<file path="config.mk">
export PLATFORM = sky130hd
export DESIGN_NAME = line_dictionary_matcher_core
export DESIGN_NICKNAME = d
export VERILOG_FILES = /design/src/ldm_pkg.sv /design/src/ldm_match.sv /design/src/line_dictionary_matcher_core.sv
export SDC_FILE = /design/constraint.sdc
export NUM_CORES = 1
export LEC_CHECK = 0
export ABC_AREA = 1
export BUFFER_PORTS_ARGS = -buffer_cell sky130_fd_sc_hd__buf_2
export CAP_MARGIN = 20
export CORE_AREA = 4 4 143 145
export DETAILED_ROUTE_END_ITERATION = 6
export DIE_AREA = 0 0 147 149
export GPL_ROUTABILITY_DRIVEN = 0
export PLACE_DENSITY = 0.52
export SLEW_MARGIN = 20
export SYNTH_ARGS = -nofsm -noshare
export SYNTH_HDL_FRONTEND = slang
export SYNTH_SLANG_ARGS = --single-unit
</file>
<file path="constraint.sdc">
create_clock -name i_clk -period 4.03 [get_ports i_clk]
set_clock_uncertainty 0.05 [all_clocks]
set_input_delay 0.806 -clock i_clk [delete_from_list [all_inputs] [get_ports i_clk]]
set_output_delay 0.806 -clock i_clk [all_outputs]
set_load 0.01 [all_outputs]
</file>
<file path="src/ldm_pkg.sv">
// ----------------------------------------------------------------------------
// ldm_pkg
// Shared types, byte codes and the response dictionary of the line matcher.
// ----------------------------------------------------------------------------
package ldm_pkg;

    localparam int unsigned C_DICT_N      = 18;
    localparam int unsigned C_ENTRY_BYTES = 48;
    localparam int unsigned C_CODE_W      = 5;

    typedef logic [C_DICT_N-1:0]        t_flags;
    typedef logic [C_CODE_W-1:0]        t_code;
    typedef logic [C_ENTRY_BYTES*8-1:0] t_entry;

    localparam t_code       C_CODE_UNKNOWN = t_code'(C_DICT_N);
    localparam logic [7:0]  C_BYTE_CR      = 8'h0D;
    localparam logic [7:0]  C_BYTE_LF      = 8'h0A;
    localparam int unsigned C_MIN_LINE     = 2;

    // Entries are right-justified: the last byte of a string is in bits [7:0].
    localparam t_entry C_DICT [C_DICT_N] = '{
        "Successfully actuated mechanical brake\015\012",
        "Failed to actuate mechanical brake\015\012",
        "Timeout while actuating mechanical brake\015\012",
        "SMA retracted\015\012",
        "SMA extending\015\012",
        "SMA extended\015\012",
        "BLDC motor speed stabilized\015\012",
        "BLDC motor timeout\015\012",
        "BLDC motor acceleration complete\015\012",
        "BLDC motor coasting to stop\015\012",
        "BLDC motor stopped\015\012",
        "Motion primitive unrecognized\015\012",
        "Stopping BLDC motor with electric brake...\015\012",
        "Problem stopping BLDC motor\015\012",
        "Starting BLDC motor spinning forward...\015\012",
        "Starting BLDC motor spinning reverse...\015\012",
        "Starting inertial actuation...\015\012",
        "Inertial actuation complete\015\012"
    };

    function automatic int unsigned ent_len(t_entry s);
        int unsigned n;
        n = 0;
        for (int j = 0; j < C_ENTRY_BYTES; j++) begin
            if (s[j*8 +: 8] != 8'h00) begin
                n = j + 1;
            end
        end
        return n;
    endfunction

endpackage

</file>
<file path="src/ldm_match.sv">
// ----------------------------------------------------------------------------
// ldm_match
// Per-entry candidate update and first-match encoding for one received byte.
// ----------------------------------------------------------------------------
module ldm_match #(
    parameter int unsigned LEN_W = 7
) (
    input  logic [LEN_W-1:0]   i_len,
    input  logic [7:0]         i_byte,
    input  ldm_pkg::t_flags    i_flags,
    output ldm_pkg::t_flags    o_flags,
    output ldm_pkg::t_code     o_code
);

    ldm_pkg::t_flags w_hit;

    for (genvar g = 0; g < ldm_pkg::C_DICT_N; g++) begin : g_ent
        localparam int unsigned L = ldm_pkg::ent_len(ldm_pkg::C_DICT[g]);
        logic [7:0] w_exp;

        always_comb begin
            w_exp = 8'h00;
            for (int j = 0; j < L; j++) begin
                if (i_len == LEN_W'(j)) begin
                    w_exp = ldm_pkg::C_DICT[g][(L-1-j)*8 +: 8];
                end
            end
        end

        assign o_flags[g] = i_flags[g] && (i_len < LEN_W'(L)) && (i_byte == w_exp);
        assign w_hit[g]   = o_flags[g] && (i_len == LEN_W'(L - 1));
    end

    always_comb begin
        o_code = ldm_pkg::C_CODE_UNKNOWN;
        for (int k = ldm_pkg::C_DICT_N - 1; k >= 0; k--) begin
            if (w_hit[k]) begin
                o_code = ldm_pkg::t_code'(k);
            end
        end
    end

endmodule

</file>
<file path="src/line_dictionary_matcher_core.sv">
// ----------------------------------------------------------------------------
// line_dictionary_matcher_core
// Collects received bytes into lines ended by CR LF and reports which
// dictionary response the line equals, or unknown.
// ----------------------------------------------------------------------------
//  channel  valid          stall          payload
//  input    i_in_valid     o_in_stall     i_rx_byte
//  output   o_out_valid    i_out_stall    o_response_code
//
//  One byte is taken every cycle while o_in_stall is low; all candidate flags update in parallel.
//  The code is registered and appears in the cycle after the LF that ends the line is taken.
//  o_in_stall rises only while a code is held and i_out_stall is high.
//  Synchronous reset clears the line state and the output register.
// ----------------------------------------------------------------------------
module line_dictionary_matcher_core #(
    parameter int unsigned LINE_CAPACITY = 64
) (
    input  logic                  i_clk,
    input  logic                  i_rst_n,
    input  logic                  i_in_valid,
    output logic                  o_in_stall,
    input  logic [7:0]            i_rx_byte,
    output logic                  o_out_valid,
    input  logic                  i_out_stall,
    output ldm_pkg::t_code        o_response_code
);

    localparam int unsigned LEN_W = $clog2(LINE_CAPACITY + 1);

    logic [LEN_W-1:0] r_len,   n_len;
    ldm_pkg::t_flags  r_flags, n_flags;
    logic             r_cr,    n_cr;
    logic             r_ovf,   n_ovf;
    logic             r_out_valid, n_out_valid;
    ldm_pkg::t_code   r_code,  n_code;

    ldm_pkg::t_flags  w_mflags;
    ldm_pkg::t_code   w_mcode;
    logic             w_acc;
    logic             w_sat;
    logic             w_fire;
    logic [LEN_W-1:0] w_len;

    ldm_match #(
        .LEN_W (LEN_W)
    ) u_match (
        .i_len   (r_len),
        .i_byte  (i_rx_byte),
        .i_flags (r_flags),
        .o_flags (w_mflags),
        .o_code  (w_mcode)
    );

    assign o_in_stall = r_out_valid && i_out_stall;
    assign w_acc      = i_in_valid && !o_in_stall;
    assign w_sat      = (r_len >= LEN_W'(LINE_CAPACITY));
    assign w_len      = w_sat ? r_len : r_len + LEN_W'(1);
    assign w_fire     = r_cr && (i_rx_byte == ldm_pkg::C_BYTE_LF)
                        && (w_len >= LEN_W'(ldm_pkg::C_MIN_LINE));

    always_comb begin
        n_len       = r_len;
        n_flags     = r_flags;
        n_cr        = r_cr;
        n_ovf       = r_ovf;
        n_out_valid = r_out_valid && i_out_stall;
        n_code      = r_code;
        if (w_acc) begin
            if (w_fire) begin
                n_len       = '0;
                n_flags     = '1;
                n_cr        = 1'b0;
                n_ovf       = 1'b0;
                n_out_valid = 1'b1;
                n_code      = (r_ovf || w_sat) ? ldm_pkg::C_CODE_UNKNOWN : w_mcode;
            end else begin
                n_len   = w_len;
                n_flags = w_sat ? '0 : w_mflags;
                n_cr    = (i_rx_byte == ldm_pkg::C_BYTE_CR);
                n_ovf   = r_ovf || w_sat;
            end
        end
    end

    always_ff @(posedge i_clk) begin
        if (!i_rst_n) begin
            r_len       <= '0;
            r_flags     <= '1;
            r_cr        <= 1'b0;
            r_ovf       <= 1'b0;
            r_out_valid <= 1'b0;
            r_code      <= ldm_pkg::C_CODE_UNKNOWN;
        end else begin
            r_len       <= n_len;
            r_flags     <= n_flags;
            r_cr        <= n_cr;
            r_ovf       <= n_ovf;
            r_out_valid <= n_out_valid;
            r_code      <= n_code;
        end
    end

    assign o_out_valid     = r_out_valid;
    assign o_response_code = r_code;

endmodule

</file>
==> impl_metrics.csv, run 1 <==
group,metric,value,unit
critical_path,critPathMaxFanout,8,
global_route,grtUsageMet1,50.26,%
route,wl,44670,um
final_layout,final_util,56.15,%
clock_tree,clk_latency,0.29,ns
global_route,grt-busiest-layer,"met2",
synth,ys.flop_type,"dfxtp_1",
critical_path,crit-reg2reg-launch,"r_len[3]",
route,drtAntennaViolNets,0,
global_route,use_met3,13.31,%
critical_path,cp.required,4.16,ns
critical_path,crit_buf_inv,6,
critical_path,critical_path_class,"reg -> reg",
global_route,grt_pass1_wl,64290,um
pwr,finalPower,1905,uW
sta,setup_slack,-0.002155,ns
sta,slew-limit-headroom,48.96,%
global_route,grtUsageTotal,37.98,%
sta,finalSetupViolations,1,
run,cap_violations,0,
final_layout,antennaDiodeCount,0,
synth,yosys_warnings,0,
clock_tree,cts_tree,"built",
floorplanning,fp-row-count,51,
critical_path,end_kind,"flop",
final_layout,final_common_cell,"nand2_1",
clock_tree,clkSinkCount,33,
pwr,p_leak,0.005888,uW
critical_path,crit_path_start_kind,"flop",
sta,finalHoldViolations,0,
hold_path,min_from,"o_response_code[2]",
global_route,grt_pass1_vias,10821,
placement,port-buffer-count,18,
synth,synth_cells,1455,
run_status,status,"finished, violations left",
synth,synth_edf_count,0,
floorplanning,initial_core_util,39.36,%
route,drt_iter0_markers,2372,
synth,synth-seq-area-share,8.739,%
synth,syn_avg_cell_area,5.196,um^2
pwr,ir_worst_vdd,143.4,uV
floorplanning,die_y,149,um
clock_tree,cts_buffers,5,
critical_path,crit_arrival,4.17,ns
critical_path,slowest_stage,"dfxtp_2",
global_route,met2_usage,54.53,%
sta,tightestPinTransition,0.7598,ns
route,vias,12272,
synth,ys_async_sr_fraction,0,%
synth,syn_nets,1471,
synth,synthDistinctLibCells,58,
route,wl_per_cell,22.69,um
route,dr.pass1.iters,7,
clock_tree,htreeDepth,2,
sta,max_freq,0.2480,GHz
global_route,grt_overflow_total,0,
hold_path,hold_path.class,"reg -> reg",
final_layout,nFillCells,1936,
clock_tree,clock-root-buffer,"clkbuf_16",
final_layout,drive_gt1_share,29.28,%
global_route,antenna_found_initial,0,
sta,final_max_slew_viol_count,0,
synth,ys_seq_elements,33,
clock_tree,cts.clk_slew.worst_paths,0.06,ns
floorplanning,io_pins,19,
clock_tree,clockBufferDepth,2,
sta,period_share,100.1,%
synth,synth_area,7560,um^2
floorplanning,die_w,147,um
route,drc,139,
sta,min_period,4.032,ns
floorplanning,coreArea,19210,um^2
run_status,failed_checks,"design-rule violations, negative setup slack",
final_layout,finalNetCount,1719,
final_layout,design_area,10780,um^2
critical_path,path_cells,"buf_12, inv_4, nor2_4, nand2_4, nor2_4, buf_4, buf_4, nor2_8, inv_2, o21ai_0, o21ai_0, a21oi_1, nor3_1, buf_4, a31oi_1, a221o_1, nor4_1, o211ai_1, nor2_1, nor2_1, nand3_1, nand2_1, nand2_1, nor2_1",
critical_path,startpoint,"r_len[3]",
critical_path,crit_family,"simple AND/OR/NAND/NOR gates",
global_route,grt_max_degree,24,
final_layout,areaGrowthSynthToFinish,42.65,%
sta,rsz0062_at_grt,"yes",
route,viasPerCell,6.233,
final_layout,layout_common_cells,"370 x nand2_1, 262 x buf_4, 136 x nor2_1",
pwr,power_density,176.7,nW/um^2
critical_path,critPathMaxStageDelay,0.34,ns
placement,dp_hpwl,34230,um
floorplanning,dieArea,21900,um^2
placement,place_area,9524,um^2
state kept, by name (all words and copies together), names as in the netlist:
signal,count
r_cr,1
r_ovf,1
o_response_code,5
r_len,7
r_flags,18
o_out_valid,1
report_power, final:
group	internal [uW]	switching (uW)
sequential	339	11.9
combinational	375	714
clock	309	156
total	1020	882
worst paths after layout:
path                                            to  slack (ns)  cells past startpoint
worst max-delay path            o_response_code[4]      -0.002                     24
worst max register to register  o_response_code[4]      -0.002                     24
worst min register to register  o_response_code[2]        0.40                      2
worst min-delay path            o_response_code[2]        0.40                      2
metrics by stage:
step	hold slack, ns	std cells	TNS, ns	setup WS (ns)
global route	0.4173	1969	-0.3595	-0.1734
floorplan	0.3803	1455	0	0.5762
global placement	0.3881	1917	-0.8928	-0.2637
detailed placement	0.3861	1917	-1.090	-0.3126
finish	0.3961	1969	-0.002155	-0.002155
CTS	0.3989	1927	0	0.008662
synth_stat cells (4+ instances only):
cell type	number	area [um^2]
o2111ai_1	5	43.79
nor2_2	23	143.9
o211ai_1	20	150.1
clkbuf_1	37	138.9
nor3_1	43	215.2
inv_1	134	503.0
buf_2	6	30.03
ha_1	4	50.05
a31oi_1	10	62.56
dfxtp_1	33	660.6
o21ai_0	107	535.5
nand4_1	27	168.9
nor4_1	12	75.07
nor3_2	4	40.04
buf_1	4	15.01
nand3_1	132	660.6
xor2_1	52	455.4
a21oi_1	122	610.6
nor2_1	166	623.1
inv_2	22	82.58
o21ai_1	12	60.06
nor2_4	9	101.4
o22ai_1	4	25.02
o31ai_1	10	75.07
a211oi_1	6	45.04
nand2_1	397	1490
cell type report:
class | count | area, um^2 | share of cell area, %
Sequential cell | 33 | 684.4 | 6.346
Multi-Input combinational cell | 1209 | 6695 | 62.08
Clock inverter | 1 | 30.03 | 0.2785
Timing Repair Buffer | 292 | 2271 | 21.06
Tap cell | 265 | 331.6 | 3.075
Clock buffer | 7 | 142.6 | 1.323
Inverter | 162 | 629.4 | 5.836
worst min-delay path: cells and delay by family (launching register included):
kind	cells	cell delay, ns
flip-flops	1	0.30
AND/OR/NAND/NOR	2	0.10
logic make-up after synthesis:
kind of cell | count (synthesis) | share of synthesized area, %
adders and majority gates | 4 | 0.6621
and+or+nand+nor | 835 | 49.55
buffers and inverters | 215 | 11.42
DFF | 33 | 8.739
AOI/OAI and AO/OA | 316 | 23.60
xor gates and xnor gates | 52 | 6.025
timing repair:
item	CTS	global route
pin swaps	1	56
resized for setup	17	187
hold buffers	0	0
buffers inserted	2	41
endpoints found under the setup margin	5	8
gates cloned	0	2
routing by layer:
layer  up-vias  wire length, um  share of wire [%]
met5         -                0                  0
met2      1214            17340                 39
met3       326             7294                 16
met4         0             3498                7.8
li1       5362                -                  -
met1      5370            16540                 37
No activity file was read; power rests on OpenSTA's default activity.
==> run 2: changes to the inputs <==
--- a/config.mk
+++ b/config.mk
@@ -9,10 +9,13 @@
 export BUFFER_PORTS_ARGS = -buffer_cell sky130_fd_sc_hd__buf_2
 export CAP_MARGIN = 20
 export CORE_AREA = 4 4 143 145
+export CTS_CLUSTER_SIZE = 30
 export DETAILED_ROUTE_END_ITERATION = 6
 export DIE_AREA = 0 0 147 149
 export GPL_ROUTABILITY_DRIVEN = 0
+export GPL_TIMING_DRIVEN = 0
 export PLACE_DENSITY = 0.52
+export REMOVE_ABC_BUFFERS = 1
 export SLEW_MARGIN = 20
 export SYNTH_ARGS = -nofsm -noshare
 export SYNTH_HDL_FRONTEND = slang
==> impl_metrics.csv, run 2 (synthesis results as in run 1) <==
group,metric,value,unit
critical_path,critPathMaxStageDelay,0.42,ns
sta,finalHoldViolations,0,
final_layout,multi_input_comb_area,6912,um^2
clock_tree,cts.clk_slew.worst_paths,0.06,ns
route,viasPerCell,6.617,
hold_path,hold_path.class,"reg -> reg",
route,drt_iter0_markers,2710,
clock_tree,clock-root-buffer,"clkbuf_16",
sta,setup_slack,-0.3000,ns
sta,tns,-1.186,ns
critical_path,end_kind,"flop",
critical_path,cp.depth,28,
critical_path,reg2reg_depth,28,
final_layout,areaGrowthSynthToFinish,31.91,%
clock_tree,cts_buffers,5,
final_layout,largest_reg_flops,18,
critical_path,timing.reg2reg.setup_slack,-0.30,ns
critical_path,r2r_end,"o_response_code[0]",
final_layout,fin_cells,1823,
hold_path,min_from,"o_response_code[2]",
final_layout,final_common_cell,"nand2_1",
final_layout,layout_common_cells,"361 x nand2_1, 123 x nor2_1, 120 x nand3_1",
placement,port-buffer-count,18,
critical_path,slowest_stage,"dfxtp_4",
route,wl,46250,um
global_route,antenna_found_initial,0,
final_layout,drive_gt1_share,25.16,%
final_layout,seq_area,684.4,um^2
run,cap_violations,0,
sta,rsz0062_at_grt,"yes",
clock_tree,clkSinkCount,33,
placement,place_inst,1685,
sta,tightestPinTransition,1.006,ns
global_route,grt_max_degree,25,
placement,pre_cts_ws,-1.579,ns
sta,finalSetupViolations,5,
critical_path,crit_buf_inv,3,
placement,place_area,7735,um^2
global_route,grt_pass1_vias,10875,
final_layout,antennaDiodeCount,0,
floorplanning,dieArea,21900,um^2
final_layout,nFillCells,2001,
critical_path,critPathMaxFanout,11,
critical_path,worstSetupEndpoint,"o_response_code[0]",
critical_path,crit_family,"simple AND/OR/NAND/NOR gates",
floorplanning,die_w,147,um
sta,period_share,107.4,%
floorplanning,initial_core_util,39.36,%
route,drtAntennaViolNets,0,
floorplanning,coreArea,19210,um^2
final_layout,final_util,51.92,%
critical_path,crit_path_start_kind,"flop",
global_route,grt_overflow_total,0,
run_status,status,"finished, violations left",
route,vias,12063,
floorplanning,die_y,149,um
clock_tree,clockBufferDepth,2,
critical_path,worst_path_most_repeated_cell,"nand2_1",
global_route,grtUsageTotal,39.97,%
sta,final_max_slew_viol_count,0,
final_layout,top_register,"r_flags",
clock_tree,htreeDepth,2,
clock_tree,cts_tree,"built",
critical_path,startpoint,"r_len[2]",
pwr,p_leak,0.005222,uW
sta,slew-limit-headroom,32.74,%
clock_tree,holdBufCountCts,0,
pwr,power_density,188.5,nW/um^2
critical_path,critical_path_class,"reg -> reg",
critical_path,crit_arrival,4.51,ns
placement,dp_hpwl,30850,um
final_layout,finalNetCount,1573,
final_layout,design_area,9972,um^2
sta,max_freq,0.2309,GHz
critical_path,crit-reg2reg-launch,"r_len[2]",
pwr,ir_worst_vdd,173.2,uV
floorplanning,fp-row-count,51,
route,drc,138,
route,wl_per_cell,25.37,um
route,dr.pass1.iters,7,
global_route,grt_pass1_wl,66690,um
clock_tree,clk_latency,0.29,ns
critical_path,cp.required,4.21,ns
sta,min_period,4.330,ns
run_status,failed_checks,"design-rule violations, negative setup slack",
floorplanning,io_pins,19,
-- run 2: repair_timing --
item / in CTS / in global routing
setup endpoints to repair: 24 / 17
cloned: 2 / 4
resized for setup: 173 / 85
setup buffers: 71 / 53
pin swaps: 34 / 37
-- run 2: area by class of cell --
| type | instances | area share [%] |
|---|---|---|
| clock inverters | 2 | 0.3764 |
| repair inverters | 2 | 0.1004 |
| inverters | 162 | 6.888 |
| repair buffers | 143 | 11.74 |
| clock buffers | 6 | 1.393 |
| flip-flops and latches | 33 | 6.863 |
| well taps | 265 | 3.325 |
| multi-input cells | 1210 | 69.31 |
-- run 2: how the worst min path moves through the flow --
stage / slack, ns / end / cells after the start
floorplan: 0.38 / r_flags[1] / 2
global placement: 0.39 / o_response_code[2] / 2
detailed placement: 0.40 / o_response_code[2] / 2
CTS: 0.41 / o_response_code[2] / 2
global route: 0.43 / o_response_code[2] / 2
finish: 0.41 / o_response_code[2] / 2
-- run 2: per-stage QoR --
step                      total power, uW  hold WS, ns
after floorplan                     929.8       0.3803
after global placement               1215       0.3880
after CTS                            1742       0.4071
after global routing                 1950       0.4288
after detailed placement             1215       0.3966
final                                1879       0.4076
-- run 2: worst register-to-register path, delay by kind of cell (launching register included) --
family / cells / cell delay [ns]
AO/OA/AOI/OAI: 5 / 0.99
buffers and inverters: 3 / 0.39
AND/OR/NAND/NOR: 19 / 2.28
XOR/XNOR: 1 / 0.15
flip-flops: 1 / 0.42
-- run 2: power by group --
| group | total (uW) | switching [uW] | internal, uW |
|---|---|---|---|
| logic | 1040 | 720 | 320 |
| registers | 351 | 11.7 | 339 |
| clock network | 489 | 179 | 309 |
| total | 1880 | 911 | 968 |
-- run 2: routing by layer --
layer	GRT usage (%)	routed length, um
met5	0.9091	0
met4	23.35	4293
met3	14.62	7576
met2	57.36	17950
met1	51.22	16440
